[src/hdl/ecws_mod.sv]
// Bit-serial non-negative modulo of a signed 32-bit position by a W-bit divisor (the matching corner count).
module ecws_mod #(
    parameter int W = 11
) (
    input  logic         i_clk,
    input  logic         i_rst_n,
    input  logic         i_start,
    input  logic         i_neg,
    input  logic [31:0]  i_mag,
    input  logic [W-1:0] i_div,
    output logic         o_done,
    output logic [W-1:0] o_pos
);

    logic         r_busy;
    logic [4:0]   r_step;
    logic [31:0]  r_dvd;
    logic [W-1:0] r_rem;
    logic [W-1:0] r_div;
    logic         r_neg;
    logic         r_done;
    logic [W:0]   trial;
    logic [W:0]   n_rem;

    always_comb begin
        trial = {r_rem, r_dvd[31]};
        n_rem = (trial >= {1'b0, r_div}) ? trial - {1'b0, r_div} : trial;
    end

    always_ff @(posedge i_clk) begin
        if (!i_rst_n) begin
            r_busy <= 1'b0;
            r_done <= 1'b0;
            r_step <= '0;
        end else begin
            r_done <= 1'b0;
            if (i_start) begin
                r_busy <= 1'b1;
                r_step <= 5'd31;
            end else if (r_busy) begin
                r_step <= r_step - 5'd1;
                if (r_step == 5'd0) begin
                    r_busy <= 1'b0;
                    r_done <= 1'b1;
                end
            end
        end
    end

    always_ff @(posedge i_clk) begin
        if (i_start) begin
            r_dvd <= i_mag;
            r_rem <= '0;
            r_div <= i_div;
            r_neg <= i_neg;
        end else if (r_busy) begin
            r_dvd <= {r_dvd[30:0], 1'b0};
            r_rem <= n_rem[W-1:0];
        end
    end

    assign o_done = r_done;
    assign o_pos  = (r_neg && r_rem != '0) ? r_div - r_rem : r_rem;

endmodule

[config.mk]
export PLATFORM = sky130hd
export DESIGN_NAME = ecws_mod
export DESIGN_NICKNAME = d
export VERILOG_FILES = /design/src/hdl/ecws_mod.sv
export SDC_FILE = /design/constraint.sdc
export NUM_CORES = 1
export LEC_CHECK = 0
export BUFFER_PORTS_ARGS = -buffer_cell sky130_fd_sc_hd__buf_2
export CAP_MARGIN = 0
export CORE_MARGIN = 10
export CORE_UTILIZATION = 61
export DETAILED_ROUTE_END_ITERATION = 10
export GPL_TIMING_DRIVEN = 0
export PLACE_DENSITY = 0.85
export SETUP_SLACK_MARGIN = 0.3
export SLEW_MARGIN = 20
export SYNTH_ARGS = -nofsm -noshare
export SYNTH_HDL_FRONTEND = slang
export SYNTH_SLANG_ARGS = --single-unit
export TNS_END_PERCENT = 50
[constraint.sdc]
create_clock -name i_clk -period 6.7 [get_ports i_clk]
set_clock_uncertainty 0.1 [all_clocks]
set_input_delay 0.335 -clock i_clk [delete_from_list [all_inputs] [get_ports i_clk]]
set_output_delay 0.335 -clock i_clk [all_outputs]
set_load 0.05 [all_outputs]
### Word-level counts from Yosys, hierarchy flattened

Index checks and enable logic that the tools add are counted.
W data, S select, Z words.

| word-level totals | value |
|---|---|
| logic and storage cells | 28 |
| bits in registers | 62 |
| bits of input ports | 47 |
| output and inout bits | 12 |

| cells by class | value |
|---|---|
| bitwise gates (word level) | 2 |
| multiplexer cells | 10 |
| reductions and logical operators | 5 |
| add/subtract/negate cells | 3 |
| magnitude comparators | 1 |

Operators with widths:

| cell | count |
|---|---|
| $mux W32 | 2 |
| $mux W11 | 2 |
| $sub A11 B11 Y11 | 2 |
| $ge A12 B11 Y1 | 1 |
| $reduce_bool A11 Y1 | 1 |
| $mux W5 | 2 |
| $logic_not A5 Y1 | 1 |
| $sub A5 B1 Y5 const B | 1 |
| $mux W1 | 4 |
| $reduce_or A3 Y1 | 1 |
| $not A1 Y1 | 2 |
| $reduce_bool A2 Y1 | 1 |
| $logic_and A1 B1 Y1 | 1 |

### Logic depth before layout (Yosys ltp)

Gate-level depths: netlist (run 1).

| logic depth | value |
|---|---|
| word-level depth | 4 |
| mapped depth | 10 |
| depth with buffers taken out | 10 |

### Worst setup path before layout (run 1)

Ideal clock, no wire load.

| timing | value |
|---|---|
| path type | register to output |
| start point | register r_rem[0] |
| end point | output port o_pos[8] |
| required time | 6.265 ns |
| slack | 3.232 ns |
| stages on the path, launching flop included | 10 |
| buffers on the path | 0 |
| arrival time | 3.033 ns |
| cell sequence | dfxtp_1 ha_1 inv_1 fa_1 a211o_1 a211oi_1 o21bai_1 a21oi_1 xor2_1 o21ai_0 |

| on the way | value |
|---|---|
| cells in the longest elaborated chain, start to end | 3 |
| elaborated cells between the ends (all ways) | 4 |
| classes of those cells | 1 x add/sub; 1 x mux; 2 x reduce/logical |

RTL lines:

| what | line | RTL |
|---|---|---|
| from (decl) | 18 | `logic [W-1:0] r_rem;` |
| from (signal assigned) | 58 | `r_rem <= n_rem[W-1:0];` |
| parallel branches: the longest is 2 deep, another holds $sub A11 B11 Y11 | - |  |
| $mux W11 * | 63 | `assign o_pos = (r_neg && r_rem != '0) ? r_div - r_rem : r_rem;` |
| to (decl) | 12 | `output logic [W-1:0] o_pos` |

Every way passes the cells marked *.

### Final worst setup path (run 1)

| timing | value |
|---|---|
| start point | register r_rem[0] |
| end point | output port o_pos[10] |

The elaborated chain is that of the path after synthesis.

==> results of run 1 <==
-- cell type report --
class                      instances  area [um2]  area share (%)
timing repair buffer              58         290            6.69
clock buffer                      10         128            2.94
clock inverter                     6        87.6            2.02
tap                               75        93.8            2.16
multi-input combinational        249        1890            43.5
buffer                            12        61.3            1.41
inverter                          29         109            2.51
sequential                        62        1680            38.7
-- through the flow --
stage	utilization (%)	cell area [um2]	power (uW)	worst slack [ns]
4_1_cts	73.3	4340	1200	3.05
6_report	73.3	4340	1200	3.08
3_5_place_dp	69.7	4130	844	3.43
3_3_place_gp	69.6	4120	830	3.52
5_1_grt	73.3	4340	1260	2.86
2_1_floorplan	-	3740	754	3.23
-- cell usage in the layout, fill, tap and decap left out, types with 3 or more instances in the layout --
master / n
sky130_fd_sc_hd__nand3_1: 4
sky130_fd_sc_hd__a21boi_0: 7
sky130_fd_sc_hd__buf_2: 59
sky130_fd_sc_hd__nor2_1: 19
sky130_fd_sc_hd__a21o_1: 5
sky130_fd_sc_hd__dfxtp_1: 18
sky130_fd_sc_hd__or3_1: 4
sky130_fd_sc_hd__clkbuf_1: 8
sky130_fd_sc_hd__o21a_1: 5
sky130_fd_sc_hd__o21ai_0: 20
sky130_fd_sc_hd__mux2i_1: 3
sky130_fd_sc_hd__xnor2_1: 5
sky130_fd_sc_hd__nor3_1: 8
sky130_fd_sc_hd__inv_1: 28
sky130_fd_sc_hd__edfxtp_1: 44
sky130_fd_sc_hd__mux2_2: 32
sky130_fd_sc_hd__a211oi_1: 3
sky130_fd_sc_hd__a21oi_1: 15
sky130_fd_sc_hd__nand2b_1: 4
sky130_fd_sc_hd__and2_1: 3
sky130_fd_sc_hd__nor4_1: 4
sky130_fd_sc_hd__ha_1: 23
sky130_fd_sc_hd__a311oi_1: 6
sky130_fd_sc_hd__xor2_1: 10
sky130_fd_sc_hd__clkbuf_8: 9
sky130_fd_sc_hd__o31ai_1: 3
sky130_fd_sc_hd__nand2_1: 31
-- where the power goes --
part | total (uW) | internal (uW) | switching, uW
logic | 361 | 135 | 225
clock network | 358 | 209 | 149
registers | 480 | 455 | 25.2
-- synthesized netlist by cell type, types with 3 or more instances --
library cell	number	share of area (%)
sky130_fd_sc_hd__a211oi_1	3	0.60
sky130_fd_sc_hd__a21boi_0	7	1.4
sky130_fd_sc_hd__a21o_1	5	1.0
sky130_fd_sc_hd__a21oi_1	15	2.0
sky130_fd_sc_hd__a311oi_1	6	1.4
sky130_fd_sc_hd__and2_1	3	0.50
sky130_fd_sc_hd__clkbuf_1	7	0.70
sky130_fd_sc_hd__dfxtp_1	18	9.6
sky130_fd_sc_hd__edfxtp_1	44	35
sky130_fd_sc_hd__ha_1	23	7.7
sky130_fd_sc_hd__inv_1	28	2.8
sky130_fd_sc_hd__mux2_2	32	9.6
sky130_fd_sc_hd__mux2i_1	3	0.80
sky130_fd_sc_hd__nand2_1	32	3.2
sky130_fd_sc_hd__nand2b_1	4	0.67
sky130_fd_sc_hd__nand3_1	4	0.54
sky130_fd_sc_hd__nor2_1	19	1.9
sky130_fd_sc_hd__nor3_1	8	1.1
sky130_fd_sc_hd__nor4_1	4	0.67
sky130_fd_sc_hd__o21a_1	5	1.0
sky130_fd_sc_hd__o21ai_0	20	2.7
sky130_fd_sc_hd__o31ai_1	3	0.60
sky130_fd_sc_hd__or3_1	4	0.67
sky130_fd_sc_hd__xnor2_1	5	1.2
sky130_fd_sc_hd__xor2_1	10	2.3
-- state kept, by name, summed over array words and instances (netlist names) --
register,flops
o_done,1
r_neg,1
r_dvd,32
r_step,5
r_div,11
r_rem,11
r_busy,1
-- layer usage --
layer  wire length, um  vias up  GRT usage, %  share of wire (%)
met3               760       23          7.68                9.0
met2              4130      113          28.5                 49
met5                 0        -             0                  0
met4               210        0          6.28                2.5
li1                  -     1436             -                  -
met1              3370     1378          21.0                 40
-- worst max-delay path, cell delays in order, from the launching register on --
cell                       delay [ns]
sky130_fd_sc_hd__dfxtp_1         0.49
sky130_fd_sc_hd__ha_1            0.22
sky130_fd_sc_hd__inv_1           0.06
sky130_fd_sc_hd__fa_1            0.44
sky130_fd_sc_hd__a211o_1         0.35
sky130_fd_sc_hd__a211oi_1        0.34
sky130_fd_sc_hd__o21ai_0         0.18
sky130_fd_sc_hd__a21o_1          0.18
sky130_fd_sc_hd__a21oi_1         0.17
sky130_fd_sc_hd__xor2_1          0.14
sky130_fd_sc_hd__buf_2           0.27
-- path summary, 6_finish.rpt --
kind	startpoint	endpoint	slack [ns]
max	r_rem[0]	o_pos[10]	3.08
min	i_neg	r_neg	0.06
max reg2reg	r_rem[0]	r_rem[6]	4.08
min reg2reg	r_rem[2]	r_rem[2]	0.44
-- cells by family after synthesis --
family                   Yosys count
AND/OR/NAND/NOR                   91
AO/OA/AOI/OAI                     83
flip-flops                        62
buffers and inverters             41
multiplexers                      35
adder cells (fa/ha/maj)           25
XOR/XNOR                          15
==> results summary, run 1 <==
Counting flops and latches in the post-synthesis netlist gives 62. After technology mapping, the gate count stands at 352. The number of CTS-inserted buffers came out at 9.

The count of maximum capacitance violations is 0. Using the TritonRoute via totals, the vias-per-cell ratio works out to 5.89. The largest net degree at the start of global routing came out at 34. The depth of the worst register-to-register path came out at 8.

The post-synthesis net count is 424. Across all layers, the routed design uses 2950 vias. The total number of placement rows came out at 28. The xor and xnor fraction of the mapped netlist area is 3.51%. Along the worst hold path, the cell count comes to 1. The fraction of synthesized area in multiplexers is 10.4%.

The total negative slack for setup checks came out at 0 ns. The endpoint arrival time on the critical path came out at 3.19 ns. Counting tap cells, the placed design contains a total of 485 instances. The area share of and/or/nand/nor cells after synthesis came out at 12.0%. The number of buffers between clock root and the deepest sink came out at 2. The wire-length estimate of the detail-placed layout is 6240 um. The number of sinks driven by the clock tree is 62. The fraction of the mapped netlist area in compound gates is 15.8%.

The post-cts hold buffer count came out at 0. In the synthesized netlist the dominant register cell turns out to be sky130_fd_sc_hd__edfxtp_1. The global route total overflow is 0. The worst-path maximum fanout came out at 7. The clock-pin slew on the worst setup and hold paths is 0.08 ns. The proportion of layout cells with a drive suffix above 1 is 27.7%. The required time of the worst setup path is 6.26 ns. The final critical-path required period is 3.62 ns.

The number of nets in the layout is 493. The hold slack is 0.0569 ns. The TritonCTS clock tree is yes. The leakage power figure came out at 0.00180 uW. Clock tree synthesis selected as its root buffer the cell sky130_fd_sc_hd__clkbuf_8. The number of buffers inserted to repair setup after CTS is 0. The number of global-route vias before repair is 3087.

The total power divided by cell area came out at 276 nW/um2. The category of the worst setup path launch point is a flip-flop. After synthesis, the largest family of logic cells by area is compound AO/OA/AOI/OAI gates. The slew of the pin with the lowest slew margin is 0.721 ns. The count of fill cells added during filler insertion came out at 405.

The total of warnings raised by yosys is 0. The number of max-slew violations in the final report is 0. The filler-free cell count of the finished design came out at 501. The async set-or-reset flop fraction in the synthesized netlist is 0%. The share of synthesized cell area in full adder, half adder and majority cells is 8.77%. The post-synthesis cell area is 3740 um2. The area growth from synthesis to layout is 16.1%. The initial core utilization is 63.1%.

The flow ran to the end, and the final reports show no timing, DRC or antenna violations. The worst hold path belongs to the class in -> reg. The floorplan step set the die width to 98.3 um. The number of antenna diodes in the final layout is 0. Setup repair after global routing left no endpoint under its margin. Counting flops with a built-in enable in the synthesized netlist gives 44.

The count of endpoints failing hold in the final timing report is 0. The wire length of the first global-routing pass is 14500 um. The detailed-router iteration count before antenna repair came out at 4. Dividing the final minimum period by the clock period gives 54.1%.

The quantity of gates resized following cts is 0. The worst setup path is of the reg -> out kind. The area of the die is 9660 um2. At the end of routability-driven placement, the weighted congestion stood at 0.889.

Setup violations remaining at the end of the flow were counted as 0. The combined global-route utilization of all metal layers came out at 17.9%. The number of I/O port buffers is 58. The height of the die is 98.3 um. The H-tree depth is 3. The share of the Yosys chip area taken by registers is 45.0%.

The final antenna-violating net count is 0. The count of cell types in the netlist is 57. The total detailed-routing wirelength came out at 8470 um.

Headroom to the max-slew limit came out at 51.8%. The worst voltage drop across the vdd grid is 0.000183 V. The number of primary I/O pins came out at 59.

The region available for standard cell placement spans 5920 um2. In the final routed layout, each cell accounts on average for 16.9 um. Clock latency on the worst-skew pair, taken at its later pin, is 0.35 ns. The number of antenna violations at the first check in global routing is 0. After the first detailed-routing iteration, the DRC count stood at 273. The mean cell area of the mapped netlist came out at 10.6 um2. For this run, design rule violations remaining after detail routing come to 0. The critical path endpoint category is an output port.

The highest achievable clock rate is 0.276 GHz.
(Power assumes the default switching activity.)
==> run 2, diff against run 1 <==
--- a/config.mk
+++ b/config.mk
@@ -8,10 +8,10 @@
 export BUFFER_PORTS_ARGS = -buffer_cell sky130_fd_sc_hd__buf_2
 export CAP_MARGIN = 0
 export CORE_MARGIN = 10
-export CORE_UTILIZATION = 61
+export CORE_UTILIZATION = 52
 export DETAILED_ROUTE_END_ITERATION = 10
 export GPL_TIMING_DRIVEN = 0
-export PLACE_DENSITY = 0.85
+export PLACE_DENSITY = 0.77
 export SETUP_SLACK_MARGIN = 0.3
 export SLEW_MARGIN = 20
 export SYNTH_ARGS = -nofsm -noshare
==> constraint.sdc (replaced) <==
create_clock -name i_clk -period 3.1 [get_ports i_clk]
set_clock_uncertainty 0.1 [all_clocks]
set_input_delay 0.155 -clock i_clk [delete_from_list [all_inputs] [get_ports i_clk]]
set_output_delay 0.155 -clock i_clk [all_outputs]
set_load 0.05 [all_outputs]
==> run 2 against run 1 <==
Compared with the run above:
- critical path depth grew 1
- flip-flop and latch count is the same
- via count grew 1.8%
- sequential power grew 120%
- first-iteration DRC count shrank 34%
- register-to-register slack lost 3.5 ns
- sequential share of layout area shrank 2.0 points
- critical path type unchanged
- largest power group unchanged
==> results summary, run 2 (synthesis results as in run 1) <==
The final critical-path required period came out at 3.04 ns. The number of global-route vias before repair was 3063. The slew of the pin with the lowest slew margin is 0.758 ns.

The most common cell after layout, fill and taps aside is sky130_fd_sc_hd__buf_2. The total negative slack for setup checks came out at 0 ns. The number of antenna violations at the first check in global routing came to 0.

The count of nets left with antenna violations once routing finished came out at 0. The worst pin sits at a relative slew slack of 49.3%. The wire length of the first global-routing pass is 15000 um. The number of buffers between clock root and the deepest sink came out at 2. The pre-antenna-repair detailed-routing pass consisted of 4 iterations.

The floorplan core area is 6910 um2. After detailed routing, the total wire length is 9090 um. The flip-flop count of the largest register after layout came out at 32. The footprint of the flip-flops and latches came out at 1690 um2. The root buffer cell chosen for the clock tree is sky130_fd_sc_hd__clkbuf_8. The number of setup violations in the final report is 0. 0 antenna diodes ended up in the layout. The average vias per placed instance is 5.57.

The final weighted congestion in routability-driven placement came out at 0.849. The hold slack is 0.0181 ns. The post-route netlist has 31.4% of its cells at a drive strength greater than 1. In this run the static leakage power is 0.00187 uW. The largest net degree at the start of global routing is 34. The area of the die is 11000 um2. Derived from the worst setup path, the maximum achievable clock frequency is 0.329 GHz. The class of the most critical hold timing path is in -> reg. The number of max-slew violations in the final report is 0.

On the critical path, the stage with the largest delay is an instance of sky130_fd_sc_hd__edfxtp_1. The setup path with the least slack is of type reg -> out. The net count of the finished layout is 511. The die is 105 um tall. The worst setup path is launched from a flip-flop.

The final critical-path share of the clock period came out at 98.2%. Power spread over the standard cell area amounts to 559 nW/um2. The number of design-rule violations left by the first detailed-router iteration came out at 180. TritonCTS built the clock tree. The area of placed instances is 4160 um2. STA puts the critical path data required time at 2.84 ns. In the layout the commonest cells are sky130_fd_sc_hd__buf_2 (53), sky130_fd_sc_hd__edfxtp_1 (44), sky130_fd_sc_hd__mux2_2 (32). In this run the count of I/O pins placed on the die edge is 59. After legalization and detailed placement, the total HPWL measured 6480 um. The critical path goes through inv_1 -> ha_2 -> inv_2 -> fa_2 -> a211o_1 -> a211oi_2 -> o21ai_2 -> a21o_1 -> a21oi_2 -> xor2_1 -> buf_4. The DRC violation count after routing is 0. Broken down by cell family, the worst path's largest delay share belongs to compound AO/OA/AOI/OAI gates.

Buffers inserted during clock tree synthesis total 9. The clock insertion delay at the later pin of the skew report is 0.34 ns. The total number of vias came out at 3004. The combined global-route utilization of all metal layers is 16.3%. The number of sinks driven by the clock tree came out at 62. The count of maximum capacitance violations is 0. More flip-flops sit in one register than any other, and that register is r_dvd.

The count of buffers added on input and output ports is 58. Fill cells in the final layout number 548. The final design instance area without fill is 4590 um2.

The run finished with clean final reports. The combined area of the multi-input logic cells is 1940 um2. The width of the die came out at 105 um. Dividing the detail-routed wire length by the instance count gives 16.9 um. The largest stage delay on the critical path is 0.40 ns. The clock-pin slew on the worst setup and hold paths came out at 0.07 ns. The number of buffer and inverter stages on the critical path is 3.

The H-tree depth is 3. The worst voltage drop across the vdd grid came out at 0.000447 V. The largest registers in the layout are r_dvd (32), r_div (11), r_rem (11). The initial core utilization came out at 54.1%.

Setup repair after global routing could not meet its margin everywhere. The endpoint arrival time on the critical path came out at 2.79 ns. In this run the worst path has a maximum fanout of 2.

The total number of placement rows is 30. The global route total overflow is 0. The count of endpoints failing hold in the final timing report came out at 0.

The critical path endpoint category is an output port. The growth of design area from synthesis to finish came out at 22.7%.
-- run 2: changes by cell type in the layout (fill, tap and decap cells not counted), moves of 3 or more --
cell | previous run | this run
sky130_fd_sc_hd__a21oi_1 | 15 | 12
sky130_fd_sc_hd__a21oi_2 | 0 | 3
sky130_fd_sc_hd__buf_2 | 59 | 53
sky130_fd_sc_hd__buf_4 | 2 | 9
sky130_fd_sc_hd__buf_6 | 1 | 4
sky130_fd_sc_hd__dfxtp_1 | 18 | 13
sky130_fd_sc_hd__dfxtp_2 | 0 | 5
sky130_fd_sc_hd__dlygate4sd3_1 | 0 | 14
sky130_fd_sc_hd__o21ai_0 | 20 | 14
sky130_fd_sc_hd__o21ai_1 | 1 | 4
sky130_fd_sc_hd__o21ai_2 | 0 | 3
-- run 2: path summary, 6_finish.rpt --
check,start,to,slack (ns),cells past startpoint
worst max-delay path,r_div[0],o_pos[10],0.06,11
worst min-delay path,i_mag[19],r_dvd[19],0.02,2
worst max register to register,r_div[0],r_rem[6],0.54,8
worst min register to register,r_rem[2],r_rem[2],0.42,2
-- run 2: worst reg2reg max path, stage by stage (launching register included) --
cell,delay [ns]
sky130_fd_sc_hd__edfxtp_1,0.40
sky130_fd_sc_hd__ha_1,0.23
sky130_fd_sc_hd__fa_1,0.41
sky130_fd_sc_hd__nand2b_1,0.20
sky130_fd_sc_hd__a21oi_1,0.29
sky130_fd_sc_hd__o21a_1,0.17
sky130_fd_sc_hd__nor3_1,0.04
sky130_fd_sc_hd__or3b_1,0.36
sky130_fd_sc_hd__a311oi_1,0.25
-- run 2: what timing repair did --
| action | 4_1_cts | 5_1_grt |
|---|---|---|
| setup buffers | 3 | 1 |
| setup endpoints to repair | 6 | 9 |
| gates resized for setup | 11 | 27 |
| pin swaps | 6 | 8 |
| hold buffers | 14 | 0 |
| hold endpoints to repair | 14 | 0 |
| cloned | 0 | 0 |
-- run 2: stage by stage --
| stage | utilization (%) | instances | total power, uW | setup WS, ns |
|---|---|---|---|---|
| final | 66.4 | 539 | 2560 | 0.0564 |
| after floorplan | - | 352 | 1630 | 0.00189 |
| after CTS | 65.5 | 538 | 2530 | 0.0479 |
| after global routing | 66.4 | 539 | 2700 | -0.142 |
| after detailed placement | 60.2 | 506 | 1830 | 0.0447 |
| after global placement | 60.1 | 506 | 1810 | 0.0806 |
-- run 2: layout make-up --
class / count / area share, %
multi-input combinational: 249 / 42.4
sequential: 62 / 36.8
timing repair buffer: 76 / 10.6
clock buffer: 10 / 2.78
tap: 96 / 2.62
inverter: 29 / 2.37
buffer: 12 / 1.36
clock inverter: 5 / 1.12
-- run 2: power by group --
group | total, uW | switching [uW] | leakage [uW] | internal (uW)
combinational | 859 | 515 | 0.00119 | 344
sequential | 1040 | 53.7 | 0.000591 | 985
clock | 666 | 305 | 0.0000896 | 361
-- run 2: per-layer routing --
| layer | routed length, um | track usage [%] |
|---|---|---|
| met3 | 550 | 4.67 |
| met4 | 83 | 3.63 |
| met5 | 0 | 0 |
| met2 | 4470 | 27.8 |
| met1 | 3990 | 20.0 |
